<file path="src/pha_div.sv">
// ----------------------------------------------------------------------------
// pha_div
// Pipelined restoring divider, one quotient bit per stage. Computes
// floor(num * 2^FRAC_BITS / den) for num <= den, plus a remainder flag
// for ceiling rounding.
// ----------------------------------------------------------------------------
module pha_div #(
  parameter int FRAC_BITS = 16
) (
  input  logic                 clk,
  input  logic [10:0]          num,
  input  logic [10:0]          den,
  output logic [FRAC_BITS:0]   quo,
  output logic                 rem_nz
);

  logic [11:0]        rem [0:FRAC_BITS];
  logic [10:0]        dsr [0:FRAC_BITS];
  logic [FRAC_BITS:0] qv  [0:FRAC_BITS];

  // integer bit
  always_ff @(posedge clk) begin
    dsr[0] <= den;
    if (num >= den) begin
      qv[0]  <= (FRAC_BITS+1)'(1);
      rem[0] <= {1'b0, num - den};
    end else begin
      qv[0]  <= '0;
      rem[0] <= {1'b0, num};
    end
  end

  // fraction bits
  for (genvar k = 1; k <= FRAC_BITS; k++) begin : g_step
    logic [11:0] shifted;
    logic        ge;
    assign shifted = {rem[k-1][10:0], 1'b0};
    assign ge      = shifted >= {1'b0, dsr[k-1]};
    always_ff @(posedge clk) begin
      dsr[k] <= dsr[k-1];
      qv[k]  <= {qv[k-1][FRAC_BITS-1:0], ge};
      rem[k] <= ge ? (shifted - {1'b0, dsr[k-1]}) : shifted;
    end
  end

  assign quo    = qv[FRAC_BITS];
  assign rem_nz = |rem[FRAC_BITS];

endmodule

</file>
<file path="config.mk">
export PLATFORM = sky130hd
export DESIGN_NAME = pha_div
export DESIGN_NICKNAME = d
export VERILOG_FILES = /design/src/pha_div.sv
export SDC_FILE = /design/constraint.sdc
export NUM_CORES = 1
export LEC_CHECK = 0
export BUFFER_PORTS_ARGS = -buffer_cell sky130_fd_sc_hd__buf_2
export CAP_MARGIN = 25
export CORE_ASPECT_RATIO = 0.7
export CORE_MARGIN = 10
export CORE_UTILIZATION = 55
export CTS_BUF_LIST = sky130_fd_sc_hd__clkbuf_8
export DETAILED_ROUTE_END_ITERATION = 6
export GPL_TIMING_DRIVEN = 0
export PLACE_DENSITY = 0.82
export SETUP_SLACK_MARGIN = 0.02
export SYNTH_ARGS = -nofsm -noshare
export SYNTH_HDL_FRONTEND = slang
export SYNTH_SLANG_ARGS = --single-unit
</file>
<file path="constraint.sdc">
create_clock -name clk -period 5.3 [get_ports clk]
set_input_delay 0.795 -clock clk [delete_from_list [all_inputs] [get_ports clk]]
set_output_delay 0.795 -clock clk [all_outputs]
set_load 0.01 [all_outputs]
</file>
* Word level (Yosys, flattened, before mapping) *
Memories as Yosys holds them, arrays and structs flattened.
Index checks and enable logic that the tools add are counted.
W data, S select, Z words.

cells by class
  add/subtract/negate cells = 17
  magnitude comparators = 17
  multiplexer cells = 21
  bitwise operators = 2
  reduce and logical (&&, ||, !) cells = 1

operators with widths
  operator           count
  $mux W12           17
  $ge A12 B11 Y1     16
  $sub A12 B11 Y12   16
  $mux W17           1
  $reduce_or A12 Y1  1
  $ge A11 B11 Y1     1
  $sub A11 B11 Y11   1
  $mux W1            3
  $or A1 B1 Y1       2

storage, ports and cells
  flip-flop bits (word level) = 0
  bits in writable memories = 680
  bits of input ports = 23
  output and inout bits = 18
  memories kept = 3

memories
  name  depth  width  rd ports  clocked after memory_dff  wr ports  line  text
  qv    17     17     17        0                         17        19    logic [FRAC_BITS:0] qv [0:FRAC_BITS];
  rem   17     12     17        0                         17        17    logic [11:0] rem [0:FRAC_BITS];
  dsr   17     11     16        0                         17        18    logic [10:0] dsr [0:FRAC_BITS];

* Longest topological paths before layout *
Gate-level depths: netlist (run 1).

  depth in word-level cells = 4
  gate-level depth with buffers = 10
  depth with buffers taken out = 10

* Worst setup path after synthesis (run 1) *
No wires, ideal clock.

  kind = input-to-reg
  start = input num[0]
  end = memory rem[0][8]
  setup time = 121 ps
  arrival = 2561 ps
  data required time = 5179 ps
  setup slack = 2618 ps
  stages on the path = 10
  path through = inv_1 ha_1 inv_1 fa_1 a21o_1 a221oi_1 o21bai_1 a21oi_1 xnor2_1 mux2_2

RTL lines
  element             line  text
  start: declaration  11    input logic [10:0] num,
  end: declaration    17

==> results of run 1 <==
==> cells in the mapped netlist (all sizes together), types with 4 or more instances <==
cell type / n
xor2: 43
a211o: 5
nand3b: 10
ha: 187
o41ai: 5
nor4: 6
a21o: 31
clkbuf: 5
a21boi: 8
mux2: 152
o21a: 37
nand3: 12
nor3: 29
fa: 17
nor4bb: 4
nand4b: 14
or3: 6
a31oi: 22
a31o: 7
o2111ai: 17
o311ai: 4
o21ai: 113
nor2b: 21
o211ai: 17
buf: 33
mux2i: 4
o31a: 7
a211oi: 24
inv: 212
or2: 8
nor2: 127
or4b: 7
nand2: 58
nand2b: 11
and2: 8
o21bai: 13
xnor2: 78
dfxtp: 517
and3: 17
a21oi: 146
==> power breakdown <==
part           switching [mW]  internal [mW]
Clock                    1.44           1.69
Combinational            3.66           3.59
Sequential              0.594           5.24
==> kinds of logic after synthesis <==
logic type | after synthesis
AO/OA/AOI/OAI | 471
XOR/XNOR | 121
adder cells (fa/ha/maj) | 204
buffers and inverters | 250
flip-flops | 517
multiplexers | 156
AND/OR/NAND/NOR | 345
==> worst max-delay path by stage <==
stage	slack, ns	from	to
after floorplan	2.62	num[0]	rem[0][8]
after global placement	2.05	den[2]	rem[0][8]
after detailed placement	2.00	num[2]	rem[0][8]
after CTS	2.05	dsr[0][11]	rem[2][10]
after global routing	1.82	dsr[0][11]	rem[2][4]
final	1.93	dsr[0][11]	rem[2][10]
==> per-layer routing <==
layer,global-route usage,vias to the layer above
li1,-,7420
met1,0.235,6900
met2,0.279,373
met3,0.0357,81
met4,0.0550,0
met5,0,-
==> worst register-to-register path, stage by stage, from the launching register on <==
cell and delay, ns:
dfxtp_1 0.35, inv_1 0.09, fa_1 0.48, o21ai_0 0.26
a21oi_1 0.13, o21ai_0 0.34, a31oi_1 0.15, nor3_1 0.64
buf_2 0.44, mux2_2 0.39
==> registers in the layout, indices dropped and copies added (netlist names) <==
signal	cells
dsr	176
qv	153
rem	188
==> metrics by stage <==
step / worst slack [ns] / cell area (um2) / util
floorplan: 2.62 / 21600 / -
global placement: 2.05 / 22500 / 0.582
global route: 1.82 / 23900 / 0.621
detailed placement: 2.00 / 22500 / 0.582
CTS: 2.05 / 23900 / 0.621
finish: 1.93 / 23900 / 0.621
==> layout make-up <==
type | instances | area [um2] | share of cell area
sequential | 517 | 10300 | 0.432
timing repair buffer | 40 | 200 | 0.00836
clock buffer | 94 | 1290 | 0.0540
clock inverter | 32 | 199 | 0.00831
buffer | 38 | 233 | 0.00972
tap | 527 | 659 | 0.0275
multi-input combinational | 1297 | 10200 | 0.427
inverter | 212 | 796 | 0.0332
==> qor.csv, run 1 <==
metric,value,unit
status,"finished, final reports clean",
dpl cells,2631,
clock buffer count from CTS,75,
largest family of logic cells by synthesized area,compound AO/OA/AOI/OAI gates,
vias in the first global route,14600,
proportion of synthesized area in mux cells,0.0825,
Via density,5.36,
cell type group with the largest total delay on the critical path,compound AO/OA/AOI/OAI gates,
"Max stage delay cell, worst path",nor3_1,
Post-synth EDFFs,0,
fin cells,2757,
Yosys warning total,0,
VDD IR-drop max,0.000366,V
reg-to-reg critical path startpoint,dsr[0][11],
n_diodes,0,
H-tree Lvls,3,
CP bufs+invs,2,
die height,186,um
CP Data Required Time,5.79,ns
met1 wire length,20.3,mm
detailed-route via count,14800,
P per Cell Area,677,nW/um2
"Power, Total",16.2,mW
drt drc,0,
CTS resizes,0,
ys async rst share,0,
worst path arrival time,3.86,ns
met3 routed WL,2.36,mm
Critical Path Fanout Max,10,
gp weighted congestion,0.864,
CTS Buffer Depth,3,
top cell type's share of synthesized area,0.479,
Initial Util,0.560,
largest net degree at the start of global routing,12,
Filler Cell Count,3050,
Nets,2408,
layout cell share with drive strength beyond 1,0.162,
sequential area share after synthesis,0.479,
nature of the critical path endpoint,register,
Yosys reg bits,517,
max_cap viols,0,
xor and xnor area share after synthesis,0.0491,
Die Footprint,47700,um2
fin crit share,0.636,
"Hold Vio Cnt, Final",0,
"CTS clk-pin slew, worst paths",0.07,ns
Achievable Freq,0.297,GHz
setup violators final,0,
most frequent CP cell,o21ai_0,
post-CTS setup buffer count,0,
Adder-Cell Fraction of Synth Area,0.124,
hold_buf cts,0,
CTS tree,yes,
GRT Residual Overflow,0,
Worst path depth,9,
Top Layer Used,met4,
WS Path Type,reg -> reg,
WHS Endpoint,qv[0][261],
Hold Crit Depth,0,
"most common cell after layout, fill and taps aside",dfxtp_1,
"Top FF cell, synth",dfxtp_1,
final setup TNS,0,ns
Total Wirelength,42.0,mm
"Avg Cell Area, Syn",10.5,um2
Reg2Reg Setup Slack,1.93,ns
Synth Area in Simple Gates,0.0807,
Mapped Cells,2064,
Post-DP HPWL,31.2,mm
first-pass GRT wire length,70.3,mm
Skew-Pair Late Insertion Delay,0.61,ns
Syn Std Cell Area,21600,um2
DRT iter0 DRCs,948,
largest area contributor in the netlist,dfxtp_1,
Worst-Margin Slew,0.800,ns
Reg2Reg Depth,9,
hold wc startpoint,qv[0][243],
IO Port Bufs,40,
initial antenna violation count,0,
P_leak,10.9,nW
Tot GR Track Use,0.175,
crit path launch type,register,
most frequent cells in the layout,"517 x dfxtp_1, 228 x inv_1, 187 x ha_1, 144 x mux2_2, 143 x a21oi_1",
Min Hold Slack,0.297,ns
critical-path cell list,"inv_1, fa_1, o21ai_0, a21oi_1, o21ai_0, a31oi_1, nor3_1, buf_2, mux2_2",
post-synth cell types,65,
P&R area growth vs syn,10.9,%
HP Class,reg -> reg,
Layout Skew,0.0299,ns
"Slew Viols, Final",0,
Period minus WS final,3.37,ns
unrepaired setup endpoints after global routing,false,
I/O pins,41,
CP max stage delay,0.64,ns
post-synthesis compound-gate area fraction,0.137,
worst r2r dst,rem[2][10],
Core Area,38600,um2
largest cells by area after synthesis,"dfxtp_1 48%, ha_1 11%, mux2_2 7.5%, inv_1 3.7%, a21oi_1 3.3%",
Wirelength per Cell,15.2,um
wire length on met2,18.5,mm
# rows,60,
die width,257,um
drt pass-1 iters,7,
syn_nets,2291,
Clock Root Buffer,clkbuf_8,
Slew HR,0.462,
ANT nets after route,0,
CTS Sinks,517,
No activity file was read; power rests on OpenSTA's default activity.
==> run 2, diff against run 1 <==
--- a/config.mk
+++ b/config.mk
@@ -5,6 +5,7 @@
 export SDC_FILE = /design/constraint.sdc
 export NUM_CORES = 1
 export LEC_CHECK = 0
+export ABC_AREA = 1
 export BUFFER_PORTS_ARGS = -buffer_cell sky130_fd_sc_hd__buf_2
 export CAP_MARGIN = 25
 export CORE_ASPECT_RATIO = 0.7
@@ -13,7 +14,7 @@
 export CTS_BUF_LIST = sky130_fd_sc_hd__clkbuf_8
 export DETAILED_ROUTE_END_ITERATION = 6
 export GPL_TIMING_DRIVEN = 0
-export PLACE_DENSITY = 0.82
+export PLACE_DENSITY = 0.85
 export SETUP_SLACK_MARGIN = 0.02
 export SYNTH_ARGS = -nofsm -noshare
 export SYNTH_HDL_FRONTEND = slang
==> constraint.sdc (replaced) <==
create_clock -name clk -period 3 [get_ports clk]
set_input_delay 0.45 -clock clk [delete_from_list [all_inputs] [get_ports clk]]
set_output_delay 0.45 -clock clk [all_outputs]
set_load 0.01 [all_outputs]
==> run 2 against run 1 <==
Against the previous run:
- critical path depth increased by 1
- clock power rose by 95%
- die area grew 12%
- clock skew increased by 0.00067 ns
- area after synthesis rose by 14%
- cell area is 14% higher
- cell count increased by 50%
- combinational power increased by 96%
- maximum frequency is 61% higher
- first-iteration DRC count grew 150%
- largest cell class is now multi-input gates
==> qor.csv, run 2 <==
metric,value,unit,change
status,"finished, final reports clean",,
Wirelength per Cell,13.7,um,-9.9%
syn_nets,3571,,+56%
reg-to-reg critical path startpoint,dsr[0][132],,
# rows,64,,+6.7%
layout cell share with drive strength beyond 1,0.0843,,-0.0780
unrepaired setup endpoints after global routing,false,,
hold wc startpoint,num[4],,
CP Data Required Time,3.61,ns,-2.18 ns
ANT nets after route,0,,unchanged
Post-synth top cells,"1124 x nand2_1, 552 x inv_1, 517 x dfxtp_1",,
"count leader, synth",nand2_1,,
IO Port Bufs,40,,unchanged
worst r2r dst,rem[13][5],,
final setup TNS,0,ns,unchanged
Worst-Margin Slew,0.426,ns,-0.374 ns
WHS Endpoint,rem[0][4],,
CTS Sinks,517,,unchanged
"Avg Cell Area, Syn",7.34,um2,-30%
Achievable Freq,0.478,GHz,+61%
DRT iter0 DRCs,2329,,+150%
GRT Residual Overflow,0,,unchanged
"CTS clk-pin slew, worst paths",0.07,ns,about the same
largest registers,"rem (188), dsr (176), qv (153)",,
Synth Area in Simple Gates,0.323,,+0.242
Nets,3701,,+54%
HP Class,in -> reg,,
proportion of synthesized area in mux cells,0,,-0.0825
Mapped Cells,3344,,+62%
Skew-Pair Late Insertion Delay,0.67,ns,+0.06 ns
top cell type's share of synthesized area,0.422,,-0.0577
Reg2Reg Depth,10,,+1
largest cells by area after synthesis,"dfxtp_1 42%, nand2_1 17%, ha_1 9.5%, nand3_1 9.4%, inv_1 8.4%",,
most frequent cells in the layout,"1124 x nand2_1, 565 x inv_1, 517 x dfxtp_1, 460 x nand3_1, 187 x ha_1",,
Seq. cell area,10300,um2,unchanged
max_cap viols,0,,unchanged
sequential area share after synthesis,0.422,,-0.0577
Period minus WS final,2.09,ns,-1.28 ns
Die Footprint,53600,um2,+12%
largest family of logic cells by synthesized area,simple AND/OR/NAND/NOR gates,,
Setup WS post-layout,0.907,ns,-1.02 ns
Post-synth EDFFs,0,,unchanged
CTS Buffer Depth,3,,unchanged
largest net degree at the start of global routing,12,,unchanged
drt pass-1 iters,6,,-1
drt drc,0,,unchanged
clock buffer count from CTS,75,,unchanged
die width,273,um,+6.1%
Adder-Cell Fraction of Synth Area,0.109,,-0.0150
setup violators final,0,,unchanged
Syn Std Cell Area,24600,um2,+14%
"Top FF cell, synth",dfxtp_1,,
P per Cell Area,1130,nW/um2,+66%
Layout Skew,0.0306,ns,+0.000675 ns
ys async rst share,0,,unchanged
CTS resizes,0,,unchanged
Post-DP HPWL,42.8,mm,+37%
Initial Util,0.559,,about the same
WS Path Type,reg -> reg,,
CP Launch Point,dsr[0][132],,
post-synthesis compound-gate area fraction,0.0225,,-0.114
xor and xnor area share after synthesis,0.0186,,-0.0305
Slew HR,0.716,,+0.253
first-pass GRT wire length,94.8,mm,+35%
area occupied by multi-input gates,11600,um2,+14%
"Hold Vio Cnt, Final",0,,unchanged
Yosys reg bits,517,,unchanged
fin crit share,0.698,,+0.0616
VDD IR-drop max,0.000589,V,+61%
Critical Path Fanout Max,10,,unchanged
crit path launch type,register,,
Top reg by flops,rem,,
Total Wirelength,56.7,mm,+35%
detailed-route via count,20900,,+42%
Hold Crit Depth,3,,+3
Filler Cell Count,3759,,+23%
pre-CTS WS,0.871,ns,-1.13 ns
H-tree Lvls,3,,unchanged
post-CTS setup buffer count,0,,unchanged
nature of the critical path endpoint,register,,
gp weighted congestion,0.967,,+12%
P_leak,15.1,nW,+39%
max reg flops,188,,unchanged
I/O pins,41,,unchanged
Clock Root Buffer,clkbuf_8,,
Yosys warning total,0,,unchanged
Reg2Reg Setup Slack,0.91,ns,-1.02 ns
"most common cell after layout, fill and taps aside",nand2_1,,
Core Area,43900,um2,+14%
Via density,5.07,,-5.4%
CTS tree,yes,,
P&R area growth vs syn,11.2,%,
hold_buf cts,13,,+13
"Slew Viols, Final",0,,unchanged
die height,197,um,+5.9%
initial antenna violation count,1,,+1
Tot GR Track Use,0.212,,+0.0369
vias in the first global route,19500,,+33%
worst path arrival time,2.70,ns,-1.16 ns
post-synth cell types,21,,-68%
largest area contributor in the netlist,dfxtp_1,,
## run 2: stage by stage
step | utilization | total power [mW] | cell area, um2 | hold WS, ns | std cells
after floorplan | - | 20.9 | 24600 | 0.310 | 3344
after global placement | 0.581 | 24.0 | 25500 | 0.310 | 3978
after detailed placement | 0.581 | 24.3 | 25500 | 0.312 | 3978
after CTS | 0.622 | 30.6 | 27300 | 0.00100 | 4127
after global routing | 0.622 | 33.4 | 27300 | 0.0293 | 4128
final | 0.622 | 30.8 | 27300 | 0.0363 | 4128
## run 2: cells by family (layout without fill, tap and decap cells)
logic type                 count (synthesis)  after routing
buffers and inverters                    620            809
AOI/OAI and AO/OA                         87             87
adders and majority gates                204            204
other                                      0              1
and+or+nand+nor                         1864           1864
DFF                                      517            517
xor gates and xnor gates                  52             52
## run 2: cell type report
cell class	count	area share
plain buffers	68	0.0191
repair buffers	53	0.0121
clock inverters	41	0.0135
clock buffers	95	0.0479
multi-input cells	2207	0.425
flip-flops and latches	517	0.379
well taps	594	0.0272
inverters	552	0.0759
diodes	1	0.0000917
## run 2: layer usage
| metal | track usage | vias up | part of all wire |
|---|---|---|---|
| met2 | 0.318 | 849 | 0.41 |
| met1 | 0.302 | 9325 | 0.47 |
| li1 | - | 10700 | - |
| met4 | 0.0577 | 0 | 0.018 |
| met3 | 0.0474 | 96 | 0.094 |
| met5 | 0 | - | 0 |
## run 2: report_power, final
| group | switching [mW] | internal [mW] |
|---|---|---|
| Sequential | 1.20 | 9.25 |
| Combinational | 9.00 | 5.21 |
| Clock | 2.77 | 3.33 |
## run 2: critical path, cell delays in order, from the launching register on
cell and delay, ns:
dfxtp_1 0.34, inv_1 0.13, fa_1 0.51, nand3_1 0.12
nand3_1 0.18, nand2_1 0.17, nand3_1 0.09, nand2_1 0.08
buf_4 0.19, nand3_1 0.11, nand2_1 0.11
## run 2: worst max-delay path by stage
stage                             to  depth (start not counted)
after floorplan            rem[0][6]                         11
after global placement     rem[0][6]                         12
after detailed placement   rem[0][6]                         12
after CTS                     rem_nz                          3
after global routing       rem[8][2]                         10
final                     rem[13][5]                         10
==> run 3, diff against run 2 <==
==> constraint.sdc (replaced) <==
create_clock -name clk -period 1.87 [get_ports clk]
set_input_delay 0.2805 -clock clk [delete_from_list [all_inputs] [get_ports clk]]
set_output_delay 0.2805 -clock clk [all_outputs]
set_load 0.01 [all_outputs]
==> run 3 against run 2 <==
Against the previous run:
- the flow now finishes with violations (design-rule violations)
- combinational power up 87%
- cell area increased by 7.6%
- clock skew is 0.0049 ns higher
- hold slack better by 0.22 ns
- critical path depth rose by 1
- clock power up 62%
- non-clock buffer count is 73 higher
- first-iteration DRC count increased by 13%
- cell count is 1.8% higher
- setup slack worse by 0.90 ns
- sequential cell count unchanged
==> qor.csv, run 3 (synthesis gave the netlist of run 2 again) <==
metric,value,unit,change
status,"complete, but fails checks",,
failing checks,design-rule violations,,
CP Data Required Time,2.40,ns,-1.21 ns
die height,197,um,unchanged
drt drc,9,,+9
Initial Util,0.559,,unchanged
Achievable Freq,0.537,GHz,+12%
max reg flops,188,,unchanged
DRT iter0 DRCs,2623,,+13%
gp weighted congestion,0.967,,unchanged
setup violators final,0,,unchanged
layout cell share with drive strength beyond 1,0.172,,+0.0876
Skew-Pair Late Insertion Delay,0.68,ns,about the same
P_leak,15.5,nW,+2.8%
IO Port Bufs,40,,unchanged
P per Cell Area,1820,nW/um2,+62%
CTS tree,yes,,
Placed Area,25500,um2,unchanged
Worst-Margin Slew,0.412,ns,-0.0138 ns
worst path arrival time,2.39,ns,-0.31 ns
fin crit share,0.996,,+0.299
die width,273,um,unchanged
"Hold Vio Cnt, Final",0,,unchanged
"most common cell after layout, fill and taps aside",nand2_1,,
Tot GR Track Use,0.215,,+0.00284
clock buffer count from CTS,75,,unchanged
Via density,5.26,,+3.8%
"CTS clk-pin slew, worst paths",0.07,ns,about the same
largest registers,"rem (188), dsr (176), qv (153)",,
Core Area,43900,um2,unchanged
I/O pins,41,,unchanged
first-pass GRT wire length,96.0,mm,+1.3%
Top reg by flops,rem,,
detailed-route via count,22100,,+5.6%
Slew HR,0.725,,+0.00923
GRT Residual Overflow,0,,unchanged
Top Layer Used,met4,,
Critical Path Fanout Max,10,,unchanged
max_cap viols,0,,unchanged
unrepaired setup endpoints after global routing,true,,
Total Wirelength,63.5,mm,+12%
Layout Skew,0.0354,ns,+0.00486 ns
drt pass-1 iters,7,,+1
met1 wire length,28.2,mm,+5.3%
initial antenna violation count,1,,unchanged
Min Hold Slack,0.252,ns,+0.216 ns
"Slew Viols, Final",0,,unchanged
WS Path Type,reg -> reg,,
Die Footprint,53600,um2,unchanged
nature of the critical path endpoint,register,,
Setup WS post-layout,0.00692,ns,-0.900 ns
met3 routed WL,5.91,mm,+11%
dpl cells,3978,,unchanged
Nets,3774,,+2.0%
CTS Sinks,517,,unchanged
crit path launch type,register,,
# rows,64,,unchanged
ANT nets after route,0,,unchanged
pre-CTS WS,-0.150,ns,-1.02 ns
fin cells,4201,,+1.8%
most frequent cells in the layout,"1074 x nand2_1, 544 x inv_1, 483 x dfxtp_1, 435 x nand3_1, 129 x nor2_1",,
P&R area growth vs syn,19.6,%,
CTS Buffer Depth,3,,unchanged
VDD IR-drop max,0.00100,V,+70%
largest net degree at the start of global routing,12,,unchanged
HP Class,in -> reg,,
Reg2Reg Setup Slack,0.007,ns,-0.90 ns
Clock Root Buffer,clkbuf_8,,
Period minus WS final,1.86,ns,-0.230 ns
fin area,29400,um2,+7.6%
vias in the first global route,19700,,+1.1%
Wirelength per Cell,15.1,um,+10%
wire length on met2,27.7,mm,+18%
Post-DP HPWL,42.8,mm,unchanged
H-tree Lvls,3,,unchanged
## run 3: changes by cell type in the layout (fill, tap and decap cells not counted), sizes merged
cell,delta
buf,+62
clkbuf,+2
dlygate4sd3,+9
## run 3: stage by stage
step | setup TNS [ns] | utilization | power [mW]
after floorplan | 0 | - | 33.6
after global placement | -4.95 | 0.581 | 38.4
after detailed placement | -7.44 | 0.581 | 39.0
after CTS | 0 | 0.629 | 49.3
after global routing | -1.49 | 0.669 | 57.6
final | 0 | 0.669 | 53.6
## run 3: layout make-up
class / count / area [um2]
antenna: 1 / 2.50
clock buffer: 95 / 1310
multi-input combinational: 2207 / 13000
fill: 3323 / 14500
buffer: 68 / 586
timing repair buffer: 126 / 888
sequential: 517 / 10400
inverter: 552 / 2070
tap: 594 / 743
clock inverter: 41 / 368
## run 3: where the power goes
| group | internal [mW] | switching (mW) |
|---|---|---|
| Combinational | 10.4 | 16.1 |
| Sequential | 14.9 | 2.33 |
| Clock | 5.34 | 4.52 |
| Total | 30.6 | 22.9 |
## run 3: final timing paths
check	from	endpoint	depth (start not counted)
hold / removal	den[9]	dsr[0][9]	2
setup / recovery	dsr[0][78]	rem[8][4]	11
setup reg to reg	dsr[0][78]	rem[8][4]	11
hold reg to reg	qv[0][256]	qv[0][274]	0
## run 3: per-layer routing
layer | global-route usage | vias to the layer above
li1 | - | 10800
met1 | 0.304 | 10000
met2 | 0.326 | 1074
met3 | 0.0452 | 172
met4 | 0.0591 | 0
met5 | 0 | -
## run 3: critical path, stage by stage, from the launching register on
cell and delay (ns):
dfxtp_2 0.34, inv_1 0.09, ha_4 0.30, ha_1 0.15
inv_1 0.08, nor2_4 0.14, nand2_1 0.08, nand3_1 0.09
nand2_1 0.09, buf_6 0.16, nand3_1 0.09, nand2_1 0.10
## run 3: repair_timing
| item | 4_1_cts | 5_1_grt |
|---|---|---|
| pin swaps | 6 | 45 |
| hold buffers | 22 | 0 |
| gates resized for setup | 54 | 287 |
| buffers inserted | 1 | 56 |
| endpoints found under the setup margin | 162 | 166 |
| endpoints found under the hold margin | 22 | 0 |
| cloned | 0 | 7 |
